$ cat src/hw/rtl/tdrd_pkg.sv
// ----------------------------------------------------------------------------
// tdrd_pkg
// Shared constants, types and codes of the tile dirty region detector.
// ----------------------------------------------------------------------------
package tdrd_pkg;

    localparam int MAX_TILES = 32;
    localparam int TILE_W    = $clog2(MAX_TILES);
    localparam int CNT_W     = TILE_W + 1;
    localparam int PIX_W     = 32;
    localparam int COL_W     = 8;
    localparam int LINE_W    = 8;
    localparam int SIDE_W    = 9;
    localparam int FUZZ_W    = 8;
    localparam int SVAL_W    = 9;

    localparam logic [FUZZ_W-1:0] FUZZ_RESET = 8'd2;
    localparam logic [SVAL_W-1:0] NO_VALUE   = '1;

    localparam logic CMD_PIXEL = 1'b0;
    localparam logic CMD_END   = 1'b1;

    typedef struct packed {
        logic              cmd;
        logic [TILE_W-1:0] tile_index;
        logic [COL_W-1:0]  column;
        logic [LINE_W-1:0] line;
        logic [SIDE_W-1:0] tile_width_now;
        logic [SIDE_W-1:0] run_height;
        logic [CNT_W-1:0]  tile_count;
        logic [PIX_W-1:0]  old_pixel;
        logic [PIX_W-1:0]  new_pixel;
    } item_t;

    typedef struct packed {
        logic [TILE_W-1:0] out_tile;
        logic              changed;
        logic [SVAL_W-1:0] first_changed_line;
        logic [SVAL_W-1:0] last_changed_line;
        logic              top_edge;
        logic              bottom_edge;
        logic              left_edge;
        logic              right_edge;
        logic [SVAL_W-1:0] first_column;
        logic [SVAL_W-1:0] last_column;
        logic              last_record;
    } rec_t;

    typedef struct packed {
        logic [LINE_W-1:0] lo_line;
        logic [LINE_W-1:0] hi_line;
        logic              left_flag;
        logic              right_flag;
    } entry_t;

    localparam int ENTRY_W = $bits(entry_t);

    typedef struct packed {
        logic [MAX_TILES-1:0] tile_valid;
        logic                 col_valid;
        logic [COL_W-1:0]     col_min;
        logic [COL_W-1:0]     col_max;
    } view_t;

endpackage

$ cat src/hw/rtl/tdrd_intf.sv
// ----------------------------------------------------------------------------
// tdrd_intf
// Channel interfaces: pixel/command items, tile records, register writes.
// ----------------------------------------------------------------------------
interface tdrd_item_if;
    logic           valid;
    logic           ready;
    tdrd_pkg::item_t data;

    modport source (output valid, output data, input ready);
    modport sink   (input valid, input data, output ready);
endinterface

interface tdrd_rec_if;
    logic           valid;
    logic           ready;
    tdrd_pkg::rec_t data;

    modport source (output valid, output data, input ready);
    modport sink   (input valid, input data, output ready);
endinterface

interface tdrd_cfg_if;
    logic                            valid;
    logic                            ready;
    logic [tdrd_pkg::FUZZ_W-1:0]     data;

    modport source (output valid, output data, input ready);
    modport sink   (input valid, input data, output ready);
endinterface

$ cat src/hw/rtl/tdrd_ram.sv
// ----------------------------------------------------------------------------
// tdrd_ram
// Generic single-write, single-read RAM with registered read data.
// ----------------------------------------------------------------------------
module tdrd_ram #(
    parameter int WIDTH = 8,
    parameter int DEPTH = 32
) (
    input  logic                     clk,
    input  logic                     we,
    input  logic [$clog2(DEPTH)-1:0] waddr,
    input  logic [WIDTH-1:0]         wdata,
    input  logic [$clog2(DEPTH)-1:0] raddr,
    output logic [WIDTH-1:0]         rdata
);

    logic [WIDTH-1:0] mem [DEPTH];

    always_ff @(posedge clk)
    begin
        if (we)
        begin
            mem[waddr] <= wdata;
        end
        rdata <= mem[raddr];
    end

endmodule

$ cat src/hw/rtl/tdrd_update.sv
// ----------------------------------------------------------------------------
// tdrd_update
// Read-modify-write of tile entries for pixel beats, with same-tile forwarding,
// per-tile valid bits and the run-wide column extent.
// ----------------------------------------------------------------------------
module tdrd_update (
    input  logic                          clk,
    input  logic                          rst_n,
    input  logic                          pix_accept,
    input  tdrd_pkg::item_t               pix,
    input  logic [tdrd_pkg::FUZZ_W-1:0]   edge_fuzz,
    input  logic                          clear,
    input  tdrd_pkg::entry_t              rd_entry,
    output logic                          wr_en,
    output logic [tdrd_pkg::TILE_W-1:0]   wr_tile,
    output tdrd_pkg::entry_t              wr_entry,
    output tdrd_pkg::view_t               view
);

    logic                          s1_valid_reg;
    logic                          s1_diff_reg;
    logic [tdrd_pkg::TILE_W-1:0]   s1_tile_reg;
    logic [tdrd_pkg::COL_W-1:0]    s1_col_reg;
    logic [tdrd_pkg::LINE_W-1:0]   s1_line_reg;
    logic [tdrd_pkg::SIDE_W-1:0]   s1_width_reg;
    logic                          fwd_hit_reg;
    tdrd_pkg::entry_t              fwd_reg;
    logic [tdrd_pkg::MAX_TILES-1:0] tile_valid_reg;
    logic                          col_valid_reg;
    logic [tdrd_pkg::COL_W-1:0]    col_min_reg;
    logic [tdrd_pkg::COL_W-1:0]    col_max_reg;

    tdrd_pkg::entry_t              old_entry;
    tdrd_pkg::entry_t              new_entry;
    logic                          old_valid;
    logic [tdrd_pkg::SIDE_W-1:0]   fuzz_ext;
    logic [tdrd_pkg::SIDE_W-1:0]   col_ext;
    logic                          wide;
    logic                          in_left;
    logic                          in_right;

    always_comb
    begin
        old_entry = fwd_hit_reg ? fwd_reg : rd_entry;
        old_valid = tile_valid_reg[s1_tile_reg];
        fuzz_ext  = tdrd_pkg::SIDE_W'(edge_fuzz);
        col_ext   = tdrd_pkg::SIDE_W'(s1_col_reg);
        wide      = s1_width_reg > fuzz_ext;
        in_left   = wide && (col_ext < fuzz_ext);
        in_right  = wide && (col_ext >= s1_width_reg - fuzz_ext)
                         && (col_ext < s1_width_reg);
        if (old_valid)
        begin
            new_entry.lo_line    = (s1_line_reg < old_entry.lo_line)
                                   ? s1_line_reg : old_entry.lo_line;
            new_entry.hi_line    = (s1_line_reg > old_entry.hi_line)
                                   ? s1_line_reg : old_entry.hi_line;
            new_entry.left_flag  = old_entry.left_flag | in_left;
            new_entry.right_flag = old_entry.right_flag | in_right;
        end
        else
        begin
            new_entry.lo_line    = s1_line_reg;
            new_entry.hi_line    = s1_line_reg;
            new_entry.left_flag  = in_left;
            new_entry.right_flag = in_right;
        end
    end

    assign wr_en    = s1_valid_reg && s1_diff_reg;
    assign wr_tile  = s1_tile_reg;
    assign wr_entry = new_entry;

    assign view.tile_valid = tile_valid_reg;
    assign view.col_valid  = col_valid_reg;
    assign view.col_min    = col_min_reg;
    assign view.col_max    = col_max_reg;

    always_ff @(posedge clk or negedge rst_n)
    begin
        if (!rst_n)
        begin
            s1_valid_reg   <= 1'b0;
            fwd_hit_reg    <= 1'b0;
            tile_valid_reg <= '0;
            col_valid_reg  <= 1'b0;
        end
        else
        begin
            s1_valid_reg <= pix_accept;
            fwd_hit_reg  <= pix_accept && wr_en && (pix.tile_index == s1_tile_reg);
            if (clear)
            begin
                tile_valid_reg <= '0;
                col_valid_reg  <= 1'b0;
            end
            else if (wr_en)
            begin
                tile_valid_reg[s1_tile_reg] <= 1'b1;
                col_valid_reg               <= 1'b1;
            end
        end
    end

    always_ff @(posedge clk)
    begin
        if (pix_accept)
        begin
            s1_diff_reg  <= pix.old_pixel != pix.new_pixel;
            s1_tile_reg  <= pix.tile_index;
            s1_col_reg   <= pix.column;
            s1_line_reg  <= pix.line;
            s1_width_reg <= pix.tile_width_now;
        end
        fwd_reg <= new_entry;
        if (wr_en)
        begin
            if (!col_valid_reg || s1_col_reg < col_min_reg)
            begin
                col_min_reg <= s1_col_reg;
            end
            if (!col_valid_reg || s1_col_reg > col_max_reg)
            begin
                col_max_reg <= s1_col_reg;
            end
        end
    end

endmodule

$ cat src/hw/rtl/tdrd_emit.sv
// ----------------------------------------------------------------------------
// tdrd_emit
// End-of-run sequencer: walks the tile entries, builds one record per tile
// into the output register, then clears the run state.
// ----------------------------------------------------------------------------
module tdrd_emit (
    input  logic                          clk,
    input  logic                          rst_n,
    input  logic                          end_accept,
    input  tdrd_pkg::item_t               cmd_item,
    input  logic [tdrd_pkg::FUZZ_W-1:0]   edge_fuzz,
    input  tdrd_pkg::entry_t              rd_entry,
    input  tdrd_pkg::view_t               view,
    input  logic                          rec_ready,
    output logic                          rec_valid,
    output tdrd_pkg::rec_t                rec_data,
    output logic [tdrd_pkg::TILE_W-1:0]   rd_tile,
    output logic                          busy,
    output logic                          clear
);

    typedef enum logic [1:0] {
        S_IDLE,
        S_READ,
        S_LOAD
    } state_t;

    state_t                        state_reg;
    logic [tdrd_pkg::TILE_W-1:0]   tile_reg;
    logic [tdrd_pkg::TILE_W-1:0]   last_tile_reg;
    logic                          single_reg;
    logic [tdrd_pkg::SIDE_W-1:0]   height_reg;
    logic                          rec_valid_reg;
    tdrd_pkg::rec_t                rec_reg;

    logic [tdrd_pkg::CNT_W-1:0]    count_sat;
    logic                          load;
    logic                          is_last;
    logic                          ch;
    logic [tdrd_pkg::SIDE_W:0]     bottom_sum;
    tdrd_pkg::rec_t                rec_next;

    always_comb
    begin
        if (cmd_item.tile_count == '0)
        begin
            count_sat = tdrd_pkg::CNT_W'(1);
        end
        else if (cmd_item.tile_count > tdrd_pkg::CNT_W'(tdrd_pkg::MAX_TILES))
        begin
            count_sat = tdrd_pkg::CNT_W'(tdrd_pkg::MAX_TILES);
        end
        else
        begin
            count_sat = cmd_item.tile_count;
        end
    end

    always_comb
    begin
        load       = (state_reg == S_LOAD) && (!rec_valid_reg || rec_ready);
        is_last    = tile_reg == last_tile_reg;
        ch         = view.tile_valid[tile_reg];
        bottom_sum = (tdrd_pkg::SIDE_W+1)'(rd_entry.hi_line)
                   + (tdrd_pkg::SIDE_W+1)'(edge_fuzz)
                   + (tdrd_pkg::SIDE_W+1)'(1);

        rec_next.out_tile           = tile_reg;
        rec_next.changed            = ch;
        rec_next.first_changed_line = ch ? {1'b0, rd_entry.lo_line} : tdrd_pkg::NO_VALUE;
        rec_next.last_changed_line  = ch ? {1'b0, rd_entry.hi_line} : tdrd_pkg::NO_VALUE;
        rec_next.top_edge           = ch && (rd_entry.lo_line < edge_fuzz);
        rec_next.bottom_edge        = ch && (bottom_sum > (tdrd_pkg::SIDE_W+1)'(height_reg));
        rec_next.left_edge          = ch && rd_entry.left_flag;
        rec_next.right_edge         = ch && rd_entry.right_flag;
        rec_next.first_column       = (single_reg && view.col_valid)
                                      ? {1'b0, view.col_min} : tdrd_pkg::NO_VALUE;
        rec_next.last_column        = (single_reg && view.col_valid)
                                      ? {1'b0, view.col_max} : tdrd_pkg::NO_VALUE;
        rec_next.last_record        = is_last;
    end

    assign rd_tile   = tile_reg;
    assign busy      = state_reg != S_IDLE;
    assign clear     = load && is_last;
    assign rec_valid = rec_valid_reg;
    assign rec_data  = rec_reg;

    always_ff @(posedge clk or negedge rst_n)
    begin
        if (!rst_n)
        begin
            state_reg     <= S_IDLE;
            tile_reg      <= '0;
            rec_valid_reg <= 1'b0;
        end
        else
        begin
            if (load)
            begin
                rec_valid_reg <= 1'b1;
            end
            else if (rec_ready)
            begin
                rec_valid_reg <= 1'b0;
            end
            case (state_reg)
                S_IDLE:
                begin
                    if (end_accept)
                    begin
                        tile_reg  <= '0;
                        state_reg <= S_READ;
                    end
                end
                S_READ:
                begin
                    state_reg <= S_LOAD;
                end
                S_LOAD:
                begin
                    if (load)
                    begin
                        tile_reg  <= tile_reg + tdrd_pkg::TILE_W'(1);
                        state_reg <= is_last ? S_IDLE : S_READ;
                    end
                end
                default:
                begin
                    state_reg <= S_IDLE;
                end
            endcase
        end
    end

    always_ff @(posedge clk)
    begin
        if (end_accept)
        begin
            last_tile_reg <= tdrd_pkg::TILE_W'(count_sat - tdrd_pkg::CNT_W'(1));
            single_reg    <= count_sat == tdrd_pkg::CNT_W'(1);
            height_reg    <= cmd_item.run_height;
        end
        if (load)
        begin
            rec_reg <= rec_next;
        end
    end

endmodule

$ cat src/hw/rtl/tile_dirty_region_detector_unit.sv
// ----------------------------------------------------------------------------
// tile_dirty_region_detector_unit
// Tracks per-tile changed line span and edge-band hits over a run of tiles,
// and emits one record per tile on an end command.
//
//   channel | role   | beat
//   --------+--------+---------------------------------------------
//   item    | sink   | pixel pair (cmd 0) or end of run (cmd 1)
//   rec     | source | one tile record, last_record on final tile
//   cfg     | sink   | edge_fuzz write, always ready
//
// Pixel beats: one per cycle when not busy; a one-stage read-modify-write
// of the tile RAM with forwarding when consecutive beats hit the same tile.
// End beat: per record, a read state then a load state in the sequencer, item
// ready low until the last record is loaded; clear of valid bits is instant.
// Reset: asynchronous; clears valid bits, fuzz to 2; RAM is not swept.
// Record output is registered; a stalled rec holds the sequencer only.
// ----------------------------------------------------------------------------
module tile_dirty_region_detector_unit (
    input  logic               clk,
    input  logic               rst_n,
    tdrd_item_if.sink          item,
    tdrd_rec_if.source         rec,
    tdrd_cfg_if.sink           cfg
);

    logic [tdrd_pkg::FUZZ_W-1:0]   edge_fuzz_reg;
    logic                          item_accept;
    logic                          pix_accept;
    logic                          end_accept;
    logic                          busy;
    logic                          clear;
    logic                          wr_en;
    logic [tdrd_pkg::TILE_W-1:0]   wr_tile;
    tdrd_pkg::entry_t              wr_entry;
    tdrd_pkg::entry_t              rd_entry;
    logic [tdrd_pkg::TILE_W-1:0]   emit_tile;
    logic [tdrd_pkg::TILE_W-1:0]   rd_tile;
    tdrd_pkg::view_t               view;

    assign item.ready  = !busy;
    assign cfg.ready   = 1'b1;
    assign item_accept = item.valid && item.ready;
    assign pix_accept  = item_accept && (item.data.cmd == tdrd_pkg::CMD_PIXEL);
    assign end_accept  = item_accept && (item.data.cmd == tdrd_pkg::CMD_END);
    assign rd_tile     = busy ? emit_tile : item.data.tile_index;

    always_ff @(posedge clk or negedge rst_n)
    begin
        if (!rst_n)
        begin
            edge_fuzz_reg <= tdrd_pkg::FUZZ_RESET;
        end
        else if (cfg.valid && cfg.ready)
        begin
            edge_fuzz_reg <= cfg.data;
        end
    end

    tdrd_ram #(
        .WIDTH (tdrd_pkg::ENTRY_W),
        .DEPTH (tdrd_pkg::MAX_TILES)
    ) u_ram (
        .clk   (clk),
        .we    (wr_en),
        .waddr (wr_tile),
        .wdata (wr_entry),
        .raddr (rd_tile),
        .rdata (rd_entry)
    );

    tdrd_update u_update (
        .clk        (clk),
        .rst_n      (rst_n),
        .pix_accept (pix_accept),
        .pix        (item.data),
        .edge_fuzz  (edge_fuzz_reg),
        .clear      (clear),
        .rd_entry   (rd_entry),
        .wr_en      (wr_en),
        .wr_tile    (wr_tile),
        .wr_entry   (wr_entry),
        .view       (view)
    );

    tdrd_emit u_emit (
        .clk        (clk),
        .rst_n      (rst_n),
        .end_accept (end_accept),
        .cmd_item   (item.data),
        .edge_fuzz  (edge_fuzz_reg),
        .rd_entry   (rd_entry),
        .view       (view),
        .rec_ready  (rec.ready),
        .rec_valid  (rec.valid),
        .rec_data   (rec.data),
        .rd_tile    (emit_tile),
        .busy       (busy),
        .clear      (clear)
    );

`ifndef SYNTHESIS
    a_clear_empties: assert property (@(posedge clk) disable iff (!rst_n)
        clear |=> (view.tile_valid == '0) && !view.col_valid)
        else $error("run state not cleared after last record");

    a_end_starts_emit: assert property (@(posedge clk) disable iff (!rst_n)
        end_accept |=> busy)
        else $error("end beat did not start the record sequence");

    a_no_write_while_busy: assert property (@(posedge clk) disable iff (!rst_n)
        $past(busy) && busy |-> !wr_en)
        else $error("tile RAM written during record sequence");

    a_last_record_ends: assert property (@(posedge clk) disable iff (!rst_n)
        clear |-> $past(busy) || busy)
        else $error("clear outside record sequence");
`endif

endmodule

$ cat src/flat_wrapper.sv
// flat-port wrapper written by rule: the top's interface ports become plain ports
module tile_dirty_region_detector_unit_flat 
  (clk, rst_n, item_valid, item_data, item_ready, rec_valid, rec_data, rec_ready, cfg_valid, cfg_data, cfg_ready);
  tdrd_item_if item_i ();
  tdrd_rec_if rec_i ();
  tdrd_cfg_if cfg_i ();
  input  logic clk;
  input  logic rst_n;
  input wire logic [$bits(item_i.valid)-1:0] item_valid;
  input wire logic [$bits(item_i.data)-1:0] item_data;
  output wire logic [$bits(item_i.ready)-1:0] item_ready;
  output wire logic [$bits(rec_i.valid)-1:0] rec_valid;
  output wire logic [$bits(rec_i.data)-1:0] rec_data;
  input wire logic [$bits(rec_i.ready)-1:0] rec_ready;
  input wire logic [$bits(cfg_i.valid)-1:0] cfg_valid;
  input wire logic [$bits(cfg_i.data)-1:0] cfg_data;
  output wire logic [$bits(cfg_i.ready)-1:0] cfg_ready;
  assign item_i.valid = item_valid;
  assign item_i.data = item_data;
  assign item_ready = item_i.ready;
  assign rec_valid = rec_i.valid;
  assign rec_data = rec_i.data;
  assign rec_i.ready = rec_ready;
  assign cfg_i.valid = cfg_valid;
  assign cfg_i.data = cfg_data;
  assign cfg_ready = cfg_i.ready;
  tile_dirty_region_detector_unit u_core (.clk(clk), .rst_n(rst_n), .item(item_i), .rec(rec_i), .cfg(cfg_i));
endmodule
$ cat config.mk
export PLATFORM = sky130hd
export DESIGN_NAME = tile_dirty_region_detector_unit_flat
export DESIGN_NICKNAME = d
export VERILOG_FILES = /design/src/hw/rtl/tdrd_pkg.sv /design/src/hw/rtl/tdrd_intf.sv /design/src/hw/rtl/tdrd_ram.sv /design/src/hw/rtl/tdrd_update.sv /design/src/hw/rtl/tdrd_emit.sv /design/src/hw/rtl/tile_dirty_region_detector_unit.sv /design/src/flat_wrapper.sv
export SDC_FILE = /design/constraint.sdc
export NUM_CORES = 1
export LEC_CHECK = 0
export ABC_AREA = 0
export BUFFER_PORTS_ARGS = -buffer_cell sky130_fd_sc_hd__buf_2
export CORE_UTILIZATION = 40
export CTS_BUF_LIST = sky130_fd_sc_hd__clkbuf_4 sky130_fd_sc_hd__clkbuf_8
export DETAILED_ROUTE_END_ITERATION = 8
export PLACE_DENSITY = 0.57
export SETUP_SLACK_MARGIN = 0.05
export SLEW_MARGIN = 40
export SYNTH_ARGS = -nofsm -noshare
export SYNTH_HDL_FRONTEND = slang
export SYNTH_SLANG_ARGS = --single-unit
$ cat constraint.sdc
create_clock -name clk -period 4.4 [get_ports clk]
set_input_delay 0.88 -clock clk [delete_from_list [all_inputs] [get_ports clk]]
set_output_delay 0.88 -clock clk [all_outputs]
set_load 0.005 [all_outputs]
# --- After elaboration in Yosys (flattened, before gate mapping) ---
# Memory sizes are Yosys's and may differ from the RTL's. A register that Yosys moved wholly into a read port is not among the register bits.
# Index checks and enable logic that the tools add are counted.
classes:
  n_addsub: 5
  n_mul: 0
  div: 0
  n_lt_le_gt_ge: 14
  n_eq_ne: 8
  shift: 0
  mux: 32
  bitwise: 4
  reduce_logical: 33
ops:
  columns: ["operator", "count"]
  rows:
  - ["32-bit two-way mux", 2]
  - ["18-bit two-way mux", 2]
  - ["9-bit two-way mux", 4]
  - ["8-bit less-than comparator", 4]
  - ["32-bit inequality test", 1]
  - ["32-bit OR", 1]
  - ["1-bit logical AND", 17]
  - ["8-bit > comparator", 2]
  - ["8-bit two-way mux", 2]
  - ["5-bit two-way mux", 3]
  - ["5-bit by 6-bit less-than comparator with 1-bit output (second input constant)", 2]
  - ["6-bit two-way mux", 2]
  - ["9-bit by 1-bit adder with 10-bit output (second input constant)", 1]
  - ["1-bit binary-select mux with 5-bit select", 2]
  - ["5-bit equality test", 2]
  - ["10-bit by 9-bit > comparator with 1-bit output", 1]
  - ["1-bit two-way mux", 10]
  - ["5-bit one-hot mux with 2 select lines", 1]
  - ["8-bit by 8-bit adder with 9-bit output", 1]
  - ["8-bit by 9-bit >= comparator with 1-bit output", 1]
  - ["9-bit by 8-bit > comparator with 1-bit output", 1]
  - ["8-bit by 9-bit less-than comparator with 1-bit output", 1]
  - ["9-bit by 8-bit subtractor with 9-bit output", 1]
  - ["2-bit nonzero test", 4]
  - ["other kinds (20)", 28]
word_totals:
  ff_bits: 178
  latchBits: 0
  ramBits: 576
  rom_bits: 0
  input_bits: 123
  output_inout_bits: 50
  word_cells: 134
  mem_count: 1
memory_table:
  columns: ["name", "words", "word_bits", "rd", "rd_ports_with_merged_regs", "wr", "line_no", "rtl"]
  rows:
  - ["u_core.u_ram.mem", 32, 18, 1, 1, 1, "tdrd_ram.sv:17", "logic [WIDTH-1:0] mem [DEPTH];"]

# --- Logic depth before layout (Yosys ltp) ---
# Gate-level depths: netlist of the first run.
logic_depth:
  ltp_word: 7
  mapped_depth: 16

# --- Hierarchy ---
# A second synthesis of the first run with hierarchy kept.
unflattened:
  cells_unflattened: 2138
  area_unflattened_um2: 33050.4
by_module_without_submodules:
  columns: ["module", "n_inst", "cells_each", "area_each_um2", "seq_area_each_um2"]
  rows:
  - ["tdrd_ram", 1, 1278, 23050.9, 17656.9]
  - ["tdrd_update", 1, 533, 5804.3, 2647.5]
  - ["tdrd_emit", 1, 299, 3744.8, 2001.9]
  - ["tile_dirty_region_detector_unit", 1, 28, 450.4, 201.4]

# --- Worst setup path before layout of the first run ---
# Ideal clock, no wire load.
synth_timing:
  path_kind: "register to register"
  from: "register u_core.u_update.fwd_hit_reg"
  to: "memory u_core.u_ram.mem[0][3] in the netlist's numbering (data pin)"
  setup_time_ps: 390
  t_arrival_ps: 3268
  required_time_ps: 4010
  setup_slack_ps: 742
  path_stages_with_launch: 11
  path_buffers: 3
  period_less_slack_ps: 3658
  path_cell_list: "dfrtp_1 > buf_2 > buf_1 > mux2i_1 > ha_1 > nand3_1 > nor2_1 > a32o_1 > o21bai_1 > buf_4 > mux2i_1"
synth_between:
  elab_chain_len: 4
synth_rtl:
  columns: ["element", "line_no", "rtl"]
  rows:
  - ["start: declaration", "tdrd_update.sv:26", "logic fwd_hit_reg;"]
  - ["start signal: assignment", "tdrd_update.sv:91", "fwd_hit_reg <= pix_accept && wr_en && (pix.tile_index == s1_tile_reg);"]
  - ["18-bit two-way mux *", "tdrd_update.sv:44", "old_entry = fwd_hit_reg ? fwd_reg : rd_entry;"]
  - ["8-bit > comparator", "tdrd_update.sv:56", "new_entry.hi_line = (s1_line_reg > old_entry.hi_line)"]
  - ["8-bit two-way mux *", "tdrd_update.sv:57", "? s1_line_reg : old_entry.hi_line;"]
  - ["18-bit two-way mux *", "tdrd_update.sv:52", "if (old_valid)"]
  - ["net u_core.u_ram.wdata[3]", "tdrd_ram.sv:12", "input logic [WIDTH-1:0] wdata,"]
  - ["end: declaration", "tdrd_ram.sv:17", null]
# Mark *: on every way through the listed nets, which the timed path passes. The rest lies on a longest branch.

# --- Worst setup path in the final report of the first run ---
layout_timing:
  from: "register u_core.edge_fuzz_reg[1] in the netlist's numbering"
  to: "memory u_core.u_ram.mem[31][0] in the netlist's numbering (data pin)"
layout_between:
  elab_chain_len: 6
  word_cells_on_any_way: 7
layout_rtl:
  columns: ["element", "line_no", "rtl"]
  rows:
  - ["start: declaration", "tile_dirty_region_detector_unit.sv:27", "logic [tdrd_pkg::FUZZ_W-1:0] edge_fuzz_reg;"]
  - ["start signal: assignment", "tile_dirty_region_detector_unit.sv:52", "edge_fuzz_reg <= tdrd_pkg::FUZZ_RESET;"]
  - ["start signal: assignment", "tile_dirty_region_detector_unit.sv:56", "edge_fuzz_reg <= cfg.data;"]
  - ["9-bit by 8-bit subtractor with 9-bit output", "tdrd_update.sv:50", "in_right = wide && (col_ext >= s1_width_reg - fuzz_ext)"]
  - ["8-bit by 9-bit >= comparator with 1-bit output", "tdrd_update.sv:50", null]
  - ["1-bit logical AND *", "tdrd_update.sv:50", null]
  - ["1-bit logical AND *", "tdrd_update.sv:51", "&& (col_ext < s1_width_reg);"]
  - ["1-bit OR", "tdrd_update.sv:59", "new_entry.right_flag = old_entry.right_flag | in_right;"]
  - ["18-bit two-way mux *", "tdrd_update.sv:52", null]
  - ["net u_core.u_ram.wdata[0]", "tdrd_ram.sv:12", null]
# Marks and branches as above.

==> flow_metrics.env, run 1 <==
export IMPL_status="completed"
export IMPL_routedWlPerCell_um=23.9
export IMPL_cts_resized_gates=0
export IMPL_first_global_vias=20611
export IMPL_worstMarginPinSlew_ns=0.843
export IMPL_worstSkewPairLatency_ns=0.78
export IMPL_grt_max_degree=120
export IMPL_cp_arrival_ns=4.37
export IMPL_syn_area_um2=32200
export IMPL_yosysSeqAreaShare=0.698
export IMPL_rsz0062_at_grt="no"
export IMPL_antenna_found_initial=0
export IMPL_final_hold_viol_count=0
export IMPL_final_nets=2793
export IMPL_drive_above_1_share=0.227
export IMPL_maxSlewViolCount=0
export IMPL_htreeDepth=4
export IMPL_syn_num_nets=2493
export IMPL_areaGrowthSynthToFinish_pct=17.3
export IMPL_synth_seq_cells=770
export IMPL_path_class="flip-flop to flip-flop"
export IMPL_dr_pass1_iters=5
export IMPL_min_period_ns=3.87
export IMPL_clock_sinks=770
export IMPL_cts_tree="done"
export IMPL_grt_ovfl_total=0
export IMPL_instances_no_fill=3730
export IMPL_fillers=6986
export IMPL_ys_warn_count=0
export IMPL_route_detailed_drc=0
export IMPL_finalSetupViolCount=0
export IMPL_cts_buffer_depth=3
export IMPL_skew_ns=0.0255
export IMPL_power_leakage_nw=13.6
export IMPL_required_ns=4.90
export IMPL_die_x_um=286
export IMPL_end_kind="flip-flop"
export IMPL_fin_crit_sh=0.881
export IMPL_initial_core_util=0.406
export IMPL_synth_async_reset_ratio=0.0662
export IMPL_seq_area_um2=22500
export IMPL_postRouteAntennaNets=0
export IMPL_numCtsBuffers=132
export IMPL_power_density_nw_per_um2=620
export IMPL_core_area_um2=79400
export IMPL_ys_flop_type="edfxtp_1"
export IMPL_max_freq_mhz=258
export IMPL_startpoint_type="flip-flop"
export IMPL_power_mw=23.4
export IMPL_largest_register_ff_count=576
export IMPL_die_y_um=286
export IMPL_dp_cells=3494
export IMPL_rows=103
export IMPL_viasPerCell=5.49
export IMPL_crit_fanout=33
export IMPL_clkTransAtPathRegs_ns=0.07
export IMPL_drt_initial_drc_count=1714
export IMPL_min_path_type="primary input to flip-flop"
export IMPL_grtUsageTotal=0.220
export IMPL_multi_input_area_um2=9190
export IMPL_max_slew_margin=0.436
export IMPL_totalWireLength_mm=89.2
export IMPL_synth_edf_count=683
export IMPL_ios=173
export IMPL_syn_avg_cell_area_um2=14.1
export IMPL_portBuffers=171
export IMPL_num_vias=20467
export IMPL_grt_pass1_wl_mm=132
export IMPL_maxCapViolations=0
export IMPL_tns_ns=0
export IMPL_synth_cells=2281
export IMPL_yosysUniqueCellTypes=77
export IMPL_cts_root_buf="clkbuf_8"
export IMPL_max_vdd_ir_drop_mv=0.371
export IMPL_gp_congestion=0.837
export IMPL_dieArea_um2=81700
export IMPL_hpwl_mm=56.9
## through the flow
stage / utilization / area, um2 / hold slack, ns / worst slack, ns
after floorplan: - / 32200 / 0.438 / 0.742
after global placement: 0.440 / 34900 / 0.494 / 0.555
after detailed placement: 0.443 / 35200 / 0.494 / 0.559
after CTS: 0.475 / 37700 / 0.207 / 0.514
after global routing: 0.476 / 37800 / 0.234 / 0.280
final: 0.476 / 37800 / 0.277 / 0.526
## cells in the final DEF, fill, tap and decap left out, types with 58 or more instances in the layout
cell type / instances
clkbuf_8: 141
ha_1: 87
nand4_1: 58
buf_2: 171
edfxtp_1: 683
o21ai_0: 72
buf_4: 87
nand3_1: 99
nand2_1: 306
nor2_1: 102
inv_1: 67
mux2i_1: 102
## cells by family (layout without fill, tap and decap cells)
| kind of cell | count (synthesis) | count (layout) | share of synthesized area |
|---|---|---|---|
| AOI/OAI and AO/OA | 339 | 339 | 0.0712 |
| xor gates and xnor gates | 55 | 55 | 0.0149 |
| adders and majority gates | 89 | 89 | 0.0350 |
| buffers and inverters | 185 | 583 | 0.0254 |
| DFF | 770 | 770 | 0.698 |
| muxes | 158 | 158 | 0.0598 |
| other | 1 | 2 | 0.000116 |
| and+or+nand+nor | 684 | 684 | 0.0951 |
## path summary, 6_finish.rpt
kind / from / endpoint / slack [ns] / cells past startpoint
setup / recovery: u_core.edge_fuzz_reg[1] / u_core.u_ram.mem[31][0] / 0.53 / 14
hold / removal: item_data[93] / u_core.u_update.s1_line_reg[5] / 0.28 / 1
setup reg to reg: u_core.edge_fuzz_reg[1] / u_core.u_ram.mem[31][0] / 0.53 / 14
hold reg to reg: u_core.u_update.tile_valid_reg[10] / u_core.u_update.tile_valid_reg[10] / 0.51 / 1
max in group asynchronous: rst_n / u_core.u_update.tile_valid_reg[0] / 2.93 / 3
min in group asynchronous: rst_n / u_core.edge_fuzz_reg[0] / 0.58 / 2
## power by group
group	leakage, nW	switching (mW)	internal, mW
registers	7.10	0.573	9.46
logic	5.15	4.55	2.50
clock network	1.36	2.87	3.49
total	13.6	7.99	15.5
## per-layer routing
layer	global-route usage	wire length, um	part of all wire	vias to the layer above
li1	-	-	-	9241
met1	0.285	37300	0.42	10263
met5	0	0	0	-
met4	0.100	3680	0.041	0
met3	0.0457	6070	0.068	173
met2	0.354	42200	0.47	790
## worst max-delay path, stage by stage, from the launching register on
cell	delay, ns
dfstp_2	0.58
inv_1	0.10
ha_1	0.30
nor2b_1	0.16
o31a_1	0.27
or2_2	0.29
a21oi_1	0.17
xor2_1	0.17
ha_1	0.26
a21oi_1	0.13
nor2_1	0.06
a2111oi_0	0.49
a2111oi_0	0.14
a31o_2	0.30
buf_12	0.16
## synth_stat cells, types with 5 or more instances
cell      count  area (um2)
edfxtp_1    683       20500
nand2_1     309        1160
nor2_1      135         507
mux2i_1     117        1170
nand3_1      99         495
ha_1         87        1090
o21ai_0      72         360
inv_1        67         251
nand4_1      58         363
a31oi_1      57         357
dfrtp_1      50        1250
buf_2        49         245
a21oi_1      47         235
clkbuf_1     47         176
xnor2_1      43         377
dfxtp_1      36         721
o21a_1       35         263
a22oi_1      29         218
a222oi_1     24         240
mux2_2       17         191
mux4_2       13         293
or2_2        12        75.1
xor2_1       12         105
a21o_1       11        82.6
o22ai_1      11        68.8
a32oi_1      10        87.6
buf_4        10        75.1
nor3_1        9        45.0
mux4_1        8         210
nand2b_1      8        50.1
or2_1         8        50.1
nand3b_1      7        52.6
nor4_1        7        43.8
and2_1        6        37.5
buf_1         6        22.5
or3_1         5        31.3
## what timing repair did
item,in CTS,in global routing
hold buffers,1,0
setup buffers,0,0
endpoints found under the hold margin,12,0
## layout make-up
cell class / instances / area share
inverter: 70 / 0.00702
sequential: 770 / 0.595
antenna: 1 / 0.0000662
timing repair buffer: 281 / 0.0516
clock inverter: 42 / 0.00698
multi-input combinational: 1326 / 0.243
clock buffer: 190 / 0.0611
tap: 1050 / 0.0348
No activity file was read; power rests on OpenSTA's default activity.
==> run 2: changes to the inputs <==
Settings changed: CORE_UTILIZATION 40 to 55, PLACE_DENSITY 0.57 to 0.74.
==> run 2 against run 1 <==
  * Global-route usage up 6.5 points
  * Critical path depth down 1
  * First-iteration DRC count up 24%
  * Largest cell class unchanged
  * Critical path type unchanged
==> flow_metrics.env, run 2 (same netlist as run 1, synthesis figures left out) <==
export IMPL_status="completed"
export IMPL_die_y_um=244
export IMPL_viasPerCell=6.09
export IMPL_grt_ovfl_total=0
export IMPL_ctsHoldBuffers=0
export IMPL_skew_ns=0.0467
export IMPL_fin_crit_sh=0.921
export IMPL_grt_busiest_layer="met2"
export IMPL_maxCapViolations=0
export IMPL_gp_congestion=0.922
export IMPL_max_slew_margin=0.447
export IMPL_final_common_cell="edfxtp_1"
export IMPL_crit_fanout=33
export IMPL_initial_core_util=0.557
export IMPL_cp_cell_sequence="inv_1 -> ha_1 -> nor2b_1 -> o31a_1 -> or2_2 -> o21ai_0 -> xnor2_1 -> ha_1 -> nand2_1 -> nor4_1 -> a2111oi_1 -> a2111oi_0 -> a31o_2"
export IMPL_portBuffers=171
export IMPL_areaGrowthSynthToFinish_pct=15.6
export IMPL_end_kind="flip-flop"
export IMPL_rows=88
export IMPL_drive_above_1_share=0.218
export IMPL_finalSetupViolCount=0
export IMPL_postRouteAntennaNets=0
export IMPL_path_class="flip-flop to flip-flop"
export IMPL_final_hold_viol_count=0
export IMPL_grt_use_met1=0.371
export IMPL_r2r_end="u_core.u_ram.mem[28][0]"
export IMPL_dieArea_um2=59600
export IMPL_startpoint_type="flip-flop"
export IMPL_r2r_start="u_core.edge_fuzz_reg[1]"
export IMPL_antenna_found_initial=6
export IMPL_drt_initial_drc_count=2128
export IMPL_numCtsBuffers=117
export IMPL_r2r_slack_ns=0.35
export IMPL_post_cts_repair_setup_buffers=0
export IMPL_grtUsageMet3=0.0555
export IMPL_grtUsageTotal=0.284
export IMPL_grt_max_degree=91
export IMPL_rsz0062_at_grt="no"
export IMPL_clkTransAtPathRegs_ns=0.07
export IMPL_route_detailed_drc=0
export IMPL_cts_tree="done"
export IMPL_crit_start="u_core.edge_fuzz_reg[1]"
export IMPL_cp_arrival_ns=4.47
export IMPL_final_nets=2759
export IMPL_tns_ns=0
export IMPL_power_leakage_nw=13.5
export IMPL_htreeDepth=3
export IMPL_die_x_um=244
export IMPL_worstSkewPairLatency_ns=0.75
export IMPL_totalWireLength_mm=84.7
export IMPL_largest_register_ff_count=576
export IMPL_clock_sinks=770
export IMPL_finalInstanceArea_um2=37300
export IMPL_power_density_nw_per_um2=619
export IMPL_min_period_ns=4.05
export IMPL_cts_buffer_depth=3
export IMPL_dr_pass1_iters=6
export IMPL_ios=173
export IMPL_max_freq_mhz=247
export IMPL_min_path_type="primary input to async pin"
export IMPL_max_vdd_ir_drop_mv=0.370
export IMPL_crit_path_frequent_cell="ha_1"
export IMPL_hpwl_mm=54.2
export IMPL_routedWlPerCell_um=24.8
export IMPL_cts_resized_gates=0
export IMPL_grtUsageMet2=0.459
export IMPL_cp_slowest_cell="a31o_2"
export IMPL_cts_root_buf="clkbuf_8"
export IMPL_first_global_vias=20592
export IMPL_reg2reg_depth=13
export IMPL_grt_pass1_wl_mm=125
export IMPL_num_vias=20769
export IMPL_core_area_um2=57800
export IMPL_worstMarginPinSlew_ns=0.828
export IMPL_maxSlewViolCount=0
export IMPL_required_ns=4.82
export IMPL_most_common_layout_cells="683 x edfxtp_1, 305 x nand2_1, 171 x buf_2"
export IMPL_placed_area_um2=34700
export IMPL_slowest_delay_ns=0.65
==> run 2: changes by cell type in the layout (fill, tap and decap cells not counted), sizes merged <==
cell         previous run  this run
diode                   1         2
bufinv                  2         5
clkinvlp                3         1
buf                   279       262
dlygate4sd3             1         0
clkbuf                191       169
clkinv                 31        33
==> run 2: power by group <==
group	internal (mW)	total, mW	switching [mW]	leakage [nW]
Clock	3.31	6.06	2.76	1.29
Combinational	2.42	7.06	4.65	5.07
Sequential	9.46	9.95	0.484	7.10
Total	15.2	23.1	7.88	13.5
==> run 2: final cells by class <==
class	count	area, um2
Antenna cell	2	5.00
Timing Repair Buffer	262	1870
Fill cell	4091	20600
Clock inverter	45	382
Clock buffer	169	2050
Multi-Input combinational cell	1326	9210
Inverter	70	265
Sequential cell	770	22500
Tap cell	765	957
==> run 2: worst max path at each step <==
stage | end | slack, ns | cells after the start
after floorplan | u_core.u_ram.mem[0][3] | 0.74 | 10
after global placement | u_core.u_ram.mem[27][0] | 0.33 | 13
after detailed placement | u_core.u_ram.mem[29][0] | 0.33 | 13
after CTS | u_core.u_ram.mem[25][0] | 0.31 | 13
after global routing | u_core.u_ram.mem[25][0] | 0.09 | 13
final | u_core.u_ram.mem[28][0] | 0.35 | 13
==> run 2: per-stage QoR <==
stage	hold WS, ns	setup slack [ns]	utilization	power, mW	cells
3_5_place_dp	0.505	0.326	0.601	17.0	3190
3_3_place_gp	0.498	0.330	0.595	16.7	3176
4_1_cts	0.261	0.315	0.643	23.0	3404
5_1_grt	0.291	0.0931	0.644	24.0	3409
6_report	0.283	0.349	0.644	23.1	3409
2_1_floorplan	0.438	0.742	-	14.2	2281
==> run 2: metal layers <==
metal	share of wire	routed length [um]	vias to the layer above
li1	-	-	9181
met4	0.041	3470	4
met2	0.48	40500	1134
met1	0.38	32600	10244
met5	0.00019	16	-
met3	0.096	8150	206
==> run 2: worst max-delay path, delay by kind of cell (launching register included) <==
kind | cells | cell delay, ns
AOI/OAI and AO/OA | 5 | 1.56
and+or+nand+nor | 4 | 0.81
DFF | 1 | 0.58
buffers and inverters | 1 | 0.10
adders and majority gates | 2 | 0.58
xor gates and xnor gates | 1 | 0.10
==> run 3: changes to the inputs <==
Settings changed: BUFFER_PORTS_ARGS -buffer_cell sky130_fd_sc_hd__buf_2 to not set, CORE_MARGIN set to 1.5, DONT_BUFFER_PORTS set to 1, PLACE_DENSITY 0.74 to 0.71.
Clock period 4.4 ns to 4.64 ns, I/O delays scaled along.
==> run 3 against run 2 <==
  * Clock-buffer cell count increased by 25
  * Setup slack improved by 0.13 ns
  * Power decreased by 3.9%
  * Sequential power decreased by 4.6%
  * Maximum frequency decreased by 2.7%
  * Worst hold slack got worse by 0.23 ns
  * Critical endpoint is now u_core.u_ram.mem[22][0]
  * Largest cell class unchanged
  * Highest routed layer unchanged
==> flow_metrics.env, run 3 (same netlist as run 1, synthesis figures left out) <==
export IMPL_pwr_share_comb=0.291
export IMPL_portBuffers=0
export IMPL_initial_core_util=0.557
export IMPL_final_nets=2593
export IMPL_maxSlewViolCount=0
export IMPL_final_common_cell="edfxtp_1"
export IMPL_crit_fanout=33
export IMPL_dr_pass1_iters=7
export IMPL_clkTransAtPathRegs_ns=0.06
export IMPL_worstMarginPinSlew_ns=0.905
export IMPL_cts_buffer_depth=3
export IMPL_p_sw_mw=7.48
export IMPL_rsz0062_at_grt="no"
export IMPL_dieArea_um2=60100
export IMPL_cp_arrival_ns=4.56
export IMPL_route_detailed_drc=0
export IMPL_grt_pass1_wl_mm=127
export IMPL_rows=88
export IMPL_cts_resized_gates=0
export IMPL_internal_power_mw=14.7
export IMPL_worstSkewPairLatency_ns=0.77
export IMPL_ios=173
export IMPL_postRouteAntennaNets=0
export IMPL_gp_congestion=0.892
export IMPL_cp_slowest_cell="a2111oi_0"
export IMPL_most_common_layout_cells="683 x edfxtp_1, 306 x nand2_1, 144 x clkbuf_8"
export IMPL_r2r_end="u_core.u_ram.mem[22][0]"
export IMPL_grt_max_degree=88
export IMPL_switching_share=0.337
export IMPL_power_leakage_nw=13.0
export IMPL_max_vdd_ir_drop_mv=0.359
export IMPL_areaGrowthSynthToFinish_pct=14.1
export IMPL_min_path_type="primary input to async pin"
export IMPL_numCtsBuffers=119
export IMPL_die_x_um=245
export IMPL_totalWireLength_mm=86.0
export IMPL_min_period_ns=4.16
export IMPL_skew_ns=0.0457
export IMPL_clockPowerShare=0.281
export IMPL_holdWs_ns=0.0553
export IMPL_tns_ns=0
export IMPL_end_kind="flip-flop"
export IMPL_routedWlPerCell_um=26.5
export IMPL_clock_sinks=770
export IMPL_final_hold_viol_count=0
export IMPL_viasPerCell=6.23
export IMPL_antenna_found_initial=4
export IMPL_slowest_delay_ns=0.64
export IMPL_cp_cell_sequence="inv_1 -> ha_1 -> nor2b_1 -> o31a_1 -> or2_2 -> a21oi_1 -> xor2_1 -> ha_1 -> a21oi_1 -> nor2_1 -> a2111oi_0 -> a2111oi_0 -> a31o_2"
export IMPL_worst_path_buf_inv=1
export IMPL_maxCapViolations=0
export IMPL_drive_above_1_share=0.174
export IMPL_path_class="flip-flop to flip-flop"
export IMPL_startpoint_type="flip-flop"
export IMPL_p_seq_frac=0.428
export IMPL_fin_crit_sh=0.897
export IMPL_htreeDepth=3
export IMPL_grt_ovfl_total=0
export IMPL_first_global_vias=20241
export IMPL_grtUsageTotal=0.288
export IMPL_cts_tree="done"
export IMPL_max_freq_mhz=240
export IMPL_power_density_nw_per_um2=603
export IMPL_die_y_um=245
export IMPL_critPathTopFamily="compound AO/OA/AOI/OAI gates"
export IMPL_num_vias=20238
export IMPL_required_ns=5.03
export IMPL_max_slew_margin=0.397
export IMPL_hpwl_mm=53.5
export IMPL_reg2reg_depth=13
export IMPL_status="completed"
export IMPL_core_area_um2=57800
export IMPL_r2r_start="u_core.edge_fuzz_reg[1]"
export IMPL_cts_root_buf="clkbuf_8"
export IMPL_fillers=4112
export IMPL_drt_initial_drc_count=2183
export IMPL_finalSetupViolCount=0
export IMPL_r2r_slack_ns=0.48
export IMPL_largest_register_ff_count=576
[run 3: cell types whose count changed in the layout (fill, tap and decap cells not counted), sizes merged]
cell         before  now
clkbuf          169  196
clkinv           33   19
inv              76   72
clkinvlp          1    3
dlygate4sd3       0    1
buf             262   91
bufinv            5    6
[run 3: routing by layer]
metal,vias up,track usage,part of all wire
met4,2,0.127,0.037
li1,8836,-,-
met2,1179,0.448,0.47
met1,10038,0.388,0.39
met3,183,0.0672,0.10
met5,-,0,0.000058
[run 3: area by class of cell]
cell class	count	area, um2	area share
Antenna cell	2	5.00	0.000136
Clock buffer	194	2360	0.0641
Clock inverter	30	345	0.00939
Inverter	70	265	0.00721
Multi-Input combinational cell	1326	9250	0.251
Sequential cell	770	22500	0.612
Tap cell	765	957	0.0260
Timing Repair Buffer	94	1090	0.0297
[run 3: how the worst max path moves through the flow]
stage,endpoint,cells after the start,start
2_1_floorplan,u_core.u_ram.mem[0][3],10,u_core.u_update.fwd_hit_reg
3_3_place_gp,u_core.u_ram.mem[30][0],13,u_core.edge_fuzz_reg[1]
3_5_place_dp,u_core.u_ram.mem[24][0],13,u_core.edge_fuzz_reg[1]
4_1_cts,u_core.u_ram.mem[12][0],13,u_core.edge_fuzz_reg[1]
5_1_grt,u_core.u_ram.mem[12][0],13,u_core.edge_fuzz_reg[1]
6_report,u_core.u_ram.mem[22][0],13,u_core.edge_fuzz_reg[1]
[run 3: power by group through the flow]
stage | Clock [mW] | Combinational (mW) | Sequential [mW]
final | 6.22 | 6.45 | 9.49
after global routing | 6.60 | 6.94 | 9.53
after CTS | 6.29 | 6.34 | 9.47
after detailed placement | 0 | 6.29 | 9.61
after global placement | 0 | 6.06 | 9.60
after floorplan | 0 | 4.09 | 9.35
[run 3: metrics by stage]
step | utilization | area [um2] | power (mW) | std cells | setup WS [ns]
floorplan | - | 32200 | 13.4 | 2281 | 0.982
global placement | 0.579 | 33500 | 15.7 | 2997 | 0.643
detailed placement | 0.585 | 33800 | 15.9 | 3016 | 0.463
CTS | 0.632 | 36600 | 22.1 | 3242 | 0.438
global route | 0.636 | 36800 | 23.1 | 3250 | 0.128
finish | 0.636 | 36800 | 22.2 | 3251 | 0.478
[run 3: repair_timing]
action	in CTS	in global routing
hold buffers	2	0
endpoints found under the hold margin	50	0
buffers inserted	0	0
